[config.mk]
export PLATFORM = sky130hd
export DESIGN_NAME = paged_cache_refcount_cow
export DESIGN_NICKNAME = d
export VERILOG_FILES = /design/src/rtl/core/pcrc_pkg.sv /design/src/rtl/core/pcrc_ram.sv /design/src/rtl/core/pcrc_ffz.sv /design/src/rtl/core/paged_cache_refcount_cow.sv
export SDC_FILE = /design/constraint.sdc
export NUM_CORES = 2
export LEC_CHECK = 0
export ABC_AREA = 1
export BUFFER_PORTS_ARGS = -buffer_cell sky130_fd_sc_hd__buf_2
export CORE_MARGIN = 2
export CORE_UTILIZATION = 50
export CTS_BUF_LIST = sky130_fd_sc_hd__clkbuf_4
export CTS_CLUSTER_SIZE = 30
export DETAILED_ROUTE_END_ITERATION = 10
export PLACE_DENSITY = 0.71
export SETUP_SLACK_MARGIN = 0.5
export SLEW_MARGIN = 20
export SYNTH_ARGS = -nofsm -noshare
export SYNTH_HDL_FRONTEND = slang
export SYNTH_SLANG_ARGS = --single-unit
[constraint.sdc]
create_clock -name clk -period 10 [get_ports clk]
set_clock_uncertainty 0.15 [all_clocks]
set_input_delay 2 -clock clk [delete_from_list [all_inputs] [get_ports clk]]
set_output_delay 2 -clock clk [all_outputs]
set_load 0.01 [all_outputs]
[src/rtl/core/pcrc_pkg.sv]
// shared types and constants for the paged cache with refcounted slots
// no dependencies
`timescale 1ns / 1ps

package pcrc_pkg;

    localparam int NUM_PAGES_DEF = 64;
    localparam int FILL_W        = 16;
    localparam int TOTAL_W       = 48;
    localparam logic [FILL_W-1:0]  TPP_RESET = 16'd16;
    localparam logic [TOTAL_W-1:0] TOTAL_MAX = {TOTAL_W{1'b1}};

    typedef enum logic [1:0] {
        CMD_APPEND   = 2'd0,
        CMD_FORK     = 2'd1,
        CMD_ROLLBACK = 2'd2,
        CMD_RELEASE  = 2'd3
    } cmd_t;

    typedef enum logic [1:0] {
        ST_OK        = 2'd0,
        ST_BAD_ARG   = 2'd1,
        ST_NO_ROOM   = 2'd2,
        ST_BAD_STATE = 2'd3
    } status_t;

    typedef enum logic [4:0] {
        S_IDLE = 5'b00001,
        S_RDP  = 5'b00010,
        S_EXEC = 5'b00100,
        S_WR2  = 5'b01000,
        S_FIN  = 5'b10000
    } state_t;

endpackage

[src/rtl/core/pcrc_ram.sv]
// simple dual-port synchronous ram, one write and one registered read port
// no dependencies
`timescale 1ns / 1ps

module pcrc_ram #(
    parameter int DEPTH = 64,
    parameter int WIDTH = 8
) (
    input  logic                     clk,
    input  logic                     we,
    input  logic [$clog2(DEPTH)-1:0] waddr,
    input  logic [WIDTH-1:0]         wdata,
    input  logic                     re,
    input  logic [$clog2(DEPTH)-1:0] raddr,
    output logic [WIDTH-1:0]         rdata
);

    logic [WIDTH-1:0] mem [DEPTH];
    logic [WIDTH-1:0] rdata_reg;

    always_ff @(posedge clk)
    begin
        if (we)
        begin
            mem[waddr] <= wdata;
        end
    end

    always_ff @(posedge clk)
    begin
        if (re)
        begin
            rdata_reg <= mem[raddr];
        end
    end

    assign rdata = rdata_reg;

endmodule

[src/rtl/core/pcrc_ffz.sv]
// lowest clear bit finder for page and slot allocation
// no dependencies
`timescale 1ns / 1ps

module pcrc_ffz #(
    parameter int N = 64
) (
    input  logic [N-1:0]         vec,
    output logic [$clog2(N)-1:0] idx
);

    localparam int IW = $clog2(N);

    always_comb
    begin
        idx = '0;
        for (int i = N - 1; i >= 0; i--)
        begin
            if (!vec[i])
            begin
                idx = IW'(i);
            end
        end
    end

endmodule

[src/rtl/core/paged_cache_refcount_cow.sv]
// an accepted item passes S_RDP, S_EXEC, S_WR2 (copy-on-write detach only) and S_FIN;
// the page-table read feeds the dependent slot read-modify-write; no new item is taken
// until the last leaves S_FIN, and a result not yet taken holds the next item
// reset: asynchronous active low; clears all valid bits, shared count, total, handshake;
// free counts go to NUM_PAGES, tokens_per_page to 16; memory contents need no clearing
// depends on pcrc_pkg, pcrc_ram, pcrc_ffz
`timescale 1ns / 1ps

module paged_cache_refcount_cow
    import pcrc_pkg::*;
#(
    parameter int NUM_PAGES = NUM_PAGES_DEF
) (
    input  logic                clk,
    input  logic                rst_n,
    input  logic                cfg_we,
    input  logic [FILL_W-1:0]   cfg_wdata,
    input  logic                in_valid,
    output logic                in_ready,
    input  logic [1:0]          cmd,
    input  logic [5:0]          page_id,
    input  logic                new_page,
    input  logic [15:0]         tok_in,
    output logic                out_valid,
    input  logic                out_ready,
    output logic [1:0]          status,
    output logic [5:0]          result_page,
    output logic [15:0]         page_fill,
    output logic [6:0]          free_page_count,
    output logic [6:0]          free_slot_count,
    output logic [6:0]          shared_slot_count,
    output logic [47:0]         token_total
);

    localparam int PW  = $clog2(NUM_PAGES);
    localparam int CW  = $clog2(NUM_PAGES + 1);
    localparam int SDW = FILL_W + CW;

    state_t state_reg, state_next;
    cmd_t   cmd_reg, cmd_next;
    logic [5:0]  pid_reg, pid_next;
    logic        new_reg, new_next;
    logic [15:0] n_reg, n_next;
    logic        ok_reg, ok_next;
    logic        wr2_reg, wr2_next;
    logic [PW-1:0] slot_reg, slot_next;
    logic [NUM_PAGES-1:0] pv_reg, pv_next, sv_reg, sv_next;
    logic [CW-1:0] fp_reg, fp_next, fs_reg, fs_next, sh_reg, sh_next;
    logic [TOTAL_W-1:0] total_reg, total_next;
    logic [FILL_W-1:0]  tpp_reg, tpp_next;
    status_t     res_status_reg, res_status_next;
    logic [5:0]  res_page_reg, res_page_next;
    logic [15:0] res_fill_reg, res_fill_next;
    logic        out_valid_reg, out_valid_next;
    logic [1:0]  status_reg, status_next;
    logic [5:0]  rpage_reg, rpage_next;
    logic [15:0] fill_reg, fill_next;
    logic [6:0]  ofp_reg, ofp_next, ofs_reg, ofs_next, osh_reg, osh_next;
    logic [47:0] ototal_reg, ototal_next;

    logic          accept;
    logic [PW-1:0] pidx;
    logic [PW-1:0] free_page_idx, free_slot_idx;
    logic [PW-1:0] page_rdata;
    logic [SDW-1:0] slot_rdata;
    logic [FILL_W-1:0] fill_rd;
    logic [CW-1:0]     refs_rd;
    logic          pg_we, sl_we;
    logic [PW-1:0] pg_waddr, pg_wdata, sl_waddr;
    logic [SDW-1:0] sl_wdata;

    logic [16:0] sum17;
    logic        ovf, argbad, under, bad_mod, is_app, shared_det;
    logic [TOTAL_W:0]   tot_sum;
    logic [TOTAL_W-1:0] tot_add, tot_sub;
    logic [FILL_W-1:0]  newfill, kept_fill, fill_ok;

    assign accept   = in_valid && in_ready;
    assign in_ready = (state_reg == S_IDLE);
    assign pidx     = PW'(pid_reg);
    assign fill_rd  = slot_rdata[SDW-1:CW];
    assign refs_rd  = slot_rdata[CW-1:0];

    pcrc_ram #(.DEPTH(NUM_PAGES), .WIDTH(PW)) u_page_ram (
        .clk   (clk),
        .we    (pg_we),
        .waddr (pg_waddr),
        .wdata (pg_wdata),
        .re    (accept),
        .raddr (PW'(page_id)),
        .rdata (page_rdata)
    );

    pcrc_ram #(.DEPTH(NUM_PAGES), .WIDTH(SDW)) u_slot_ram (
        .clk   (clk),
        .we    (sl_we),
        .waddr (sl_waddr),
        .wdata (sl_wdata),
        .re    (state_reg == S_RDP),
        .raddr (page_rdata),
        .rdata (slot_rdata)
    );

    pcrc_ffz #(.N(NUM_PAGES)) u_page_ffz (.vec(pv_reg), .idx(free_page_idx));
    pcrc_ffz #(.N(NUM_PAGES)) u_slot_ffz (.vec(sv_reg), .idx(free_slot_idx));

    always_comb
    begin
        is_app     = (cmd_reg == CMD_APPEND);
        sum17      = {1'b0, fill_rd} + {1'b0, n_reg};
        ovf        = sum17 > {1'b0, tpp_reg};
        argbad     = (n_reg == '0) || (n_reg > tpp_reg);
        under      = n_reg > fill_rd;
        bad_mod    = is_app ? ovf : under;
        shared_det = refs_rd > CW'(1);
        tot_sum    = {1'b0, total_reg} + (TOTAL_W + 1)'(n_reg);
        tot_add    = tot_sum[TOTAL_W] ? TOTAL_MAX : tot_sum[TOTAL_W-1:0];
        tot_sub    = (total_reg >= TOTAL_W'(n_reg)) ? total_reg - TOTAL_W'(n_reg) : total_reg;
        newfill    = is_app ? sum17[15:0] : fill_rd - n_reg;
        kept_fill  = bad_mod ? fill_rd : newfill;
        fill_ok    = ok_reg ? fill_rd : '0;
    end

    always_comb
    begin
        state_next      = state_reg;
        cmd_next        = cmd_reg;
        pid_next        = pid_reg;
        new_next        = new_reg;
        n_next          = n_reg;
        ok_next         = ok_reg;
        wr2_next        = wr2_reg;
        slot_next       = slot_reg;
        pv_next         = pv_reg;
        sv_next         = sv_reg;
        fp_next         = fp_reg;
        fs_next         = fs_reg;
        sh_next         = sh_reg;
        total_next      = total_reg;
        tpp_next        = cfg_we ? cfg_wdata : tpp_reg;
        res_status_next = res_status_reg;
        res_page_next   = res_page_reg;
        res_fill_next   = res_fill_reg;
        out_valid_next  = out_valid_reg && !out_ready;
        status_next     = status_reg;
        rpage_next      = rpage_reg;
        fill_next       = fill_reg;
        ofp_next        = ofp_reg;
        ofs_next        = ofs_reg;
        osh_next        = osh_reg;
        ototal_next     = ototal_reg;
        pg_we           = 1'b0;
        pg_waddr        = pidx;
        pg_wdata        = slot_reg;
        sl_we           = 1'b0;
        sl_waddr        = slot_reg;
        sl_wdata        = slot_rdata;

        case (state_reg)
            S_IDLE:
            begin
                if (accept)
                begin
                    cmd_next   = cmd_t'(cmd);
                    pid_next   = page_id;
                    new_next   = new_page;
                    n_next     = tok_in;
                    ok_next    = (32'(page_id) < 32'(NUM_PAGES)) && pv_reg[PW'(page_id)];
                    state_next = S_RDP;
                end
            end
            S_RDP:
            begin
                slot_next  = page_rdata;
                state_next = S_EXEC;
            end
            S_EXEC:
            begin
                wr2_next        = 1'b0;
                res_page_next   = pid_reg;
                res_status_next = ST_OK;
                res_fill_next   = fill_ok;
                state_next      = S_FIN;
                case (cmd_reg)
                    CMD_APPEND, CMD_ROLLBACK:
                    begin
                        if (is_app && argbad)
                        begin
                            res_status_next = ST_BAD_ARG;
                        end
                        else if (is_app && new_reg)
                        begin
                            if (fs_reg == '0 || fp_reg == '0)
                            begin
                                res_status_next = ST_NO_ROOM;
                            end
                            else
                            begin
                                sl_we    = 1'b1;
                                sl_waddr = free_slot_idx;
                                sl_wdata = {n_reg, CW'(1)};
                                pg_we    = 1'b1;
                                pg_waddr = free_page_idx;
                                pg_wdata = free_slot_idx;
                                pv_next[free_page_idx] = 1'b1;
                                sv_next[free_slot_idx] = 1'b1;
                                fp_next       = fp_reg - CW'(1);
                                fs_next       = fs_reg - CW'(1);
                                total_next    = tot_add;
                                res_page_next = 6'(free_page_idx);
                                res_fill_next = n_reg;
                            end
                        end
                        else if (!ok_reg)
                        begin
                            res_status_next = ST_BAD_ARG;
                        end
                        else if (shared_det && fs_reg == '0)
                        begin
                            res_status_next = ST_NO_ROOM;
                        end
                        else
                        begin
                            res_fill_next = kept_fill;
                            if (bad_mod)
                            begin
                                res_status_next = is_app ? ST_NO_ROOM : ST_BAD_ARG;
                            end
                            else
                            begin
                                total_next = is_app ? tot_add : tot_sub;
                            end
                            if (shared_det)
                            begin
                                sl_we    = 1'b1;
                                sl_waddr = free_slot_idx;
                                sl_wdata = {kept_fill, CW'(1)};
                                pg_we    = 1'b1;
                                pg_wdata = free_slot_idx;
                                sv_next[free_slot_idx] = 1'b1;
                                fs_next = fs_reg - CW'(1);
                                if (refs_rd == CW'(2))
                                begin
                                    sh_next = sh_reg - CW'(1);
                                end
                                wr2_next   = 1'b1;
                                state_next = S_WR2;
                            end
                            else if (!bad_mod)
                            begin
                                sl_we    = 1'b1;
                                sl_wdata = {newfill, refs_rd};
                            end
                        end
                    end
                    CMD_FORK:
                    begin
                        if (!ok_reg)
                        begin
                            res_status_next = ST_BAD_ARG;
                        end
                        else if (fp_reg == '0)
                        begin
                            res_status_next = ST_NO_ROOM;
                        end
                        else
                        begin
                            pg_we    = 1'b1;
                            pg_waddr = free_page_idx;
                            pv_next[free_page_idx] = 1'b1;
                            fp_next  = fp_reg - CW'(1);
                            sl_we    = 1'b1;
                            sl_wdata = {fill_rd, refs_rd + CW'(1)};
                            if (refs_rd == CW'(1))
                            begin
                                sh_next = sh_reg + CW'(1);
                            end
                            res_page_next = 6'(free_page_idx);
                        end
                    end
                    default:
                    begin
                        if (!ok_reg)
                        begin
                            res_status_next = ST_BAD_ARG;
                        end
                        else if (refs_rd == '0)
                        begin
                            res_status_next = ST_BAD_STATE;
                        end
                        else
                        begin
                            if (refs_rd == CW'(2))
                            begin
                                sh_next = sh_reg - CW'(1);
                            end
                            if (refs_rd == CW'(1))
                            begin
                                sv_next[slot_reg] = 1'b0;
                                fs_next = fs_reg + CW'(1);
                            end
                            else
                            begin
                                sl_we    = 1'b1;
                                sl_wdata = {fill_rd, refs_rd - CW'(1)};
                            end
                            pv_next[pidx] = 1'b0;
                            fp_next       = fp_reg + CW'(1);
                            res_fill_next = '0;
                        end
                    end
                endcase
            end
            S_WR2:
            begin
                // old shared slot loses the detached reference
                sl_we      = wr2_reg;
                sl_wdata   = {fill_rd, refs_rd - CW'(1)};
                state_next = S_FIN;
            end
            S_FIN:
            begin
                if (!out_valid_reg || out_ready)
                begin
                    out_valid_next = 1'b1;
                    status_next    = res_status_reg;
                    rpage_next     = res_page_reg;
                    fill_next      = res_fill_reg;
                    ofp_next       = 7'(fp_reg);
                    ofs_next       = 7'(fs_reg);
                    osh_next       = 7'(sh_reg);
                    ototal_next    = total_reg;
                    state_next     = S_IDLE;
                end
            end
            default:
            begin
                state_next = S_IDLE;
            end
        endcase
    end

    always_ff @(posedge clk or negedge rst_n)
    begin
        if (!rst_n)
        begin
            state_reg     <= S_IDLE;
            pv_reg        <= '0;
            sv_reg        <= '0;
            fp_reg        <= CW'(NUM_PAGES);
            fs_reg        <= CW'(NUM_PAGES);
            sh_reg        <= '0;
            total_reg     <= '0;
            tpp_reg       <= TPP_RESET;
            out_valid_reg <= 1'b0;
            wr2_reg       <= 1'b0;
        end
        else
        begin
            state_reg     <= state_next;
            pv_reg        <= pv_next;
            sv_reg        <= sv_next;
            fp_reg        <= fp_next;
            fs_reg        <= fs_next;
            sh_reg        <= sh_next;
            total_reg     <= total_next;
            tpp_reg       <= tpp_next;
            out_valid_reg <= out_valid_next;
            wr2_reg       <= wr2_next;
        end
    end

    always_ff @(posedge clk)
    begin
        cmd_reg        <= cmd_next;
        pid_reg        <= pid_next;
        new_reg        <= new_next;
        n_reg          <= n_next;
        ok_reg         <= ok_next;
        slot_reg       <= slot_next;
        res_status_reg <= res_status_next;
        res_page_reg   <= res_page_next;
        res_fill_reg   <= res_fill_next;
        status_reg     <= status_next;
        rpage_reg      <= rpage_next;
        fill_reg       <= fill_next;
        ofp_reg        <= ofp_next;
        ofs_reg        <= ofs_next;
        osh_reg        <= osh_next;
        ototal_reg     <= ototal_next;
    end

    assign out_valid         = out_valid_reg;
    assign status            = status_reg;
    assign result_page       = rpage_reg;
    assign page_fill         = fill_reg;
    assign free_page_count   = ofp_reg;
    assign free_slot_count   = ofs_reg;
    assign shared_slot_count = osh_reg;
    assign token_total       = ototal_reg;

endmodule

==> results.md <==
- The setup check on the worst reg-to-reg path leaves a slack of about 1.6 ns.
- Summing the areas of all compound-gate instances in the mapped netlist gives 14.7% of the synthesized area.
- Gates resized during post-CTS repair numbered 0.
- The number of synthesized register bits is 2254.
- Leaving out fill and tap cells, the most frequent cell in the layout is sky130_fd_sc_hd__edfxtp_1.
- During synthesis, Yosys emitted a total of 0 warnings.
- The number of flops mapped to enable cells by yosys is 2034.
- The final critical-path share of the clock period is 84.5%.
- The run finished with clean final reports.
- The worst reg2reg path depth is 36.
- Summing the sequential cell areas from Yosys gives 68.3% of the chip area.
- The final count of pins violating max slew is 0.
- The clock latency of the later-clocked register in the worst-skew pair is 1.37 ns.
- The tool flagged a number of max-cap violations equal to 0.
- VDD sags by at most 0.000263 V.
- The arrival time at the worst endpoint is 9.30 ns.
- The fraction of post-synthesis cell area in the top cell type by area is 62.6%.
- Setup repair after global routing left no endpoint under its margin.
- In the post-synthesis netlist, the biggest area contributors are sky130_fd_sc_hd__edfxtp_1 63%, sky130_fd_sc_hd__o21ai_0 7.3%, sky130_fd_sc_hd__nor2_1 6.1%.
- The leakage power summed over all cells is 37.4 nW.
- The number of nets handed over by synthesis was ~9000.
- The register bank with the most flops is u_slot_ram.mem.
- In this run the count of I/O pins placed on the die edge is 141.
- The number of global-route vias before repair was ~70000.
- The final total negative setup slack is 0 ns.
- The H-tree generated during clock tree synthesis spans 6 levels.
- The worst-case setup margin in the final layout is 1.55 ns.
- The area of the core is 194000 um2.
- For hold timing, the worst endpoint is result_page[0].
- STA puts the critical path data required time at 10.85 ns.
- The HPWL reported at the end of detailed placement is 170 mm.
- The initial utilization of the core area, before any placement, comes to 50.2%.
- Counting instances, the worst hold path has a depth of 0.
- For this run, the total global-route usage over all layers was measured as between 20% and 30%.
- The instance count after placement with tap cells included is around 11000.
- After clock tree synthesis, the clock-pin slew on the worst setup and hold paths is 0.08 ns.
- The overall via count from detail_route is 73036.
- After synthesis, the netlist uses 63 different library cells.
- For this design, the sink count on the clock tree is approximately 2300.
- The register with the most flip-flops in the layout has around 1500 of them.
- The synthesized-area fraction occupied by xor and xnor cells is 0.871%.
- At the placement stage, the worst setup path has a slack of 1.78 ns.
- The largest registers in the layout are u_slot_ram.mem: 1472 flops, u_page_ram.mem: 384 flops.
- The growth of design area from synthesis to finish is 11.3%.
- The total overflow left after global routing is 0.
- In this run the cell area of the synthesized design comes to between 90000 and 100000 um2.
- After detailed routing, the average wire length per cell comes to 24.0 um.
- The post-CTS setup-driven buffer insertion count is 0.
- TritonCTS built the clock tree.
- The pin count of the biggest net entering global routing is a little under 200.
- The full die area is 199000 um2.
- The worst reg2reg path startpoint is n_reg[2].
- The master of the slowest instance on the critical path is sky130_fd_sc_hd__nor2_2.
- The transition time of the tightest slew-check pin is 1.22 ns.
- The biggest cell delay along the critical path is 0.73 ns.
- The floorplan row count is 162.
- The count of cells in the finished layout, fillers not included, comes to 11941.
- The cell sitting at the root of the clock tree is a sky130_fd_sc_hd__clkbuf_4.
- The share of synthesized cell area in full adder, half adder and majority cells is between 1.5 and 2%.
- From bottom edge to top edge, the die measures 446 um.
- The main combinational cell family by area after synthesis is compound AO/OA/AOI/OAI gates.
- Of the cells placed in the final design, the portion with a size suffix greater than 1 is roughly 14%.
- For this run, asynchronously set or reset flops after synthesis account for 9.76%.
- Input and output buffers added on the ports amount to 140.
- The antenna violation net count after detailed routing is 0.
- The DRC violations left is 0.
- The final weighted congestion in routability-driven placement is 0.933.
- For this run, the leading register cell type out of synthesis is sky130_fd_sc_hd__edfxtp_1.
- For this run, the share of the core covered by cells in the final layout is 55.9%.
- The maximum clock frequency is 118 MHz.
- Setup violations remaining at the end of the flow were counted as 0.
- The overall die width is 446 um.
- Synthesis produced a netlist whose cell count is 8598.
- Measured against its own limit, the worst slew margin works out to 18.0%.
- The final routed wirelength across all metal layers is 286 mm.
- By startpoint and endpoint, the worst setup path is classified as reg -> reg.
- The first global-routing pass estimated roughly 420 mm of wire.
- The areal power density over the cells is 268 nW/um2.
- Along the worst path, the maximum fanout reaches 12.
- In the layout the commonest cells are 2034 x sky130_fd_sc_hd__edfxtp_1, 1522 x sky130_fd_sc_hd__nor2_1, 1407 x sky130_fd_sc_hd__o21ai_0.
- The startpoint class of the critical path is a flop.
- The most numerous cell on the critical path is sky130_fd_sc_hd__a21oi_1.
- The maximum buffer depth of the clock tree is 4.
- After synthesis, the share of cell area in mux cells is 0.0231%.
- The leading area contributor after synthesis is sky130_fd_sc_hd__edfxtp_1.
- The endpoint of the most critical register-to-register path is u_slot_ram.mem[61][2].
- The final hold violation count is 0.
- The synthesized area divided by synthesized cell count is around 11 um2.
- In this run the worst hold path is classified as reg -> reg.
- The simple logic cell fraction of the synthesized area is 11.2%.
- The worst setup path is captured at a flop.
- At the end of the flow, the number of nets in the layout was between 9000 and 10000.
- The number of fill cells is 15950.
- The clock buffer count from CTS is roughly 590.
- The pre-antenna-repair detailed-routing pass consisted of 8 iterations.
- The number of antenna violations at the first check in global routing came to 12.
- The clock period could shrink to 8.45 ns.
- In the routed layout, each cell is associated on average with a via count of 6.12.
- The overall power consumption is 29.1 mW.
- The startpoint identified for the worst hold timing path is res_page_reg[0].
- The quantity of hold-fixing buffers added after cts is 0.
- For this block, the initial DRC count from the detailed router was around 9100.
-- worst max-delay path, delay by kind of cell (launching register included) --
kind | cells | cell delay, ns
adder cells (fa/ha/maj) | 2 | 0.72
buffers and inverters | 5 | 0.89
flip-flops | 1 | 0.53
AND/OR/NAND/NOR | 11 | 2.46
AO/OA/AOI/OAI | 17 | 3.18
XOR/XNOR | 1 | 0.13
-- how the worst max path moves through the flow --
stage                        start               endpoint  slack, ns
after floorplan           n_reg[1]  u_slot_ram.mem[0][13]       1.72
after global placement    n_reg[2]  u_slot_ram.mem[23][5]       1.67
after detailed placement  n_reg[1]  u_slot_ram.mem[41][0]       1.78
after CTS                 n_reg[1]  u_slot_ram.mem[61][0]       1.65
after global routing      n_reg[1]  u_slot_ram.mem[61][2]       1.08
final                     n_reg[2]  u_slot_ram.mem[61][2]       1.55
-- cell usage after synthesis (9+ instances only) --
cell	instances
sky130_fd_sc_hd__a21oi_1	290
sky130_fd_sc_hd__a221oi_1	10
sky130_fd_sc_hd__a22oi_1	15
sky130_fd_sc_hd__a31oi_1	23
sky130_fd_sc_hd__buf_1	24
sky130_fd_sc_hd__clkbuf_1	479
sky130_fd_sc_hd__dfrtp_1	216
sky130_fd_sc_hd__edfxtp_1	2034
sky130_fd_sc_hd__ha_1	115
sky130_fd_sc_hd__inv_1	360
sky130_fd_sc_hd__nand2_1	676
sky130_fd_sc_hd__nand2_2	9
sky130_fd_sc_hd__nand3_1	201
sky130_fd_sc_hd__nand4_1	31
sky130_fd_sc_hd__nor2_1	1590
sky130_fd_sc_hd__nor3_1	147
sky130_fd_sc_hd__nor4_1	26
sky130_fd_sc_hd__o211ai_1	56
sky130_fd_sc_hd__o21ai_0	1423
sky130_fd_sc_hd__o21bai_1	30
sky130_fd_sc_hd__o221ai_1	97
sky130_fd_sc_hd__o22ai_1	520
sky130_fd_sc_hd__o311ai_0	13
sky130_fd_sc_hd__o31ai_1	16
sky130_fd_sc_hd__o32ai_1	21
sky130_fd_sc_hd__xnor2_1	9
sky130_fd_sc_hd__xor2_1	88
-- through the flow --
| stage | hold slack (ns) | instance area (um2) |
|---|---|---|
| after floorplan | 0.250 | 97500 |
| after global placement | 0.255 | 102000 |
| after detailed placement | 0.259 | 102000 |
| after CTS | 0.268 | 109000 |
| after global routing | 0.286 | 109000 |
| final | 0.264 | 109000 |
-- cells by family (layout without fill, tap and decap cells) --
| kind of cell | after synthesis | count (layout) |
|---|---|---|
| buffers and inverters | 874 | 1667 |
| and+or+nand+nor | 2706 | 2706 |
| adders and majority gates | 122 | 122 |
| AOI/OAI and AO/OA | 2543 | 2543 |
| xor gates and xnor gates | 97 | 97 |
| muxes | 2 | 2 |
| other | 0 | 8 |
| DFF | 2254 | 2254 |
-- layout make-up --
cell class	count	area, um2	share of cell area [%]
inverter	368	1410	1.30
clock buffer	824	6190	5.70
sequential	2254	66600	61.3
tap	2542	3180	2.93
timing repair buffer	328	2230	2.05
multi-input combinational	5470	28200	25.9
antenna	8	20.0	0.0184
clock inverter	147	816	0.751
-- report_power, final --
part	internal (mW)	switching, mW	total, mW	leakage (nW)
Sequential	11.3	0.293	11.6	21.3
Clock	4.00	3.70	7.70	4.19
Combinational	2.43	7.39	9.82	12.0
Total	17.8	11.4	29.1	37.4
-- routing by layer --
| layer | share of wire, % | GRT usage [%] | up-vias | wire length [um] |
|---|---|---|---|---|
| met5 | 0.020 | 0 | - | 57 |
| met4 | 4.4 | 13.5 | 8 | 12700 |
| met3 | 11 | 7.35 | 713 | 32800 |
| met2 | 46 | 43.8 | 4491 | 132000 |
| met1 | 38 | 36.8 | 35244 | 108000 |
| li1 | - | - | 32580 | - |
(Power assumes the default switching activity.)
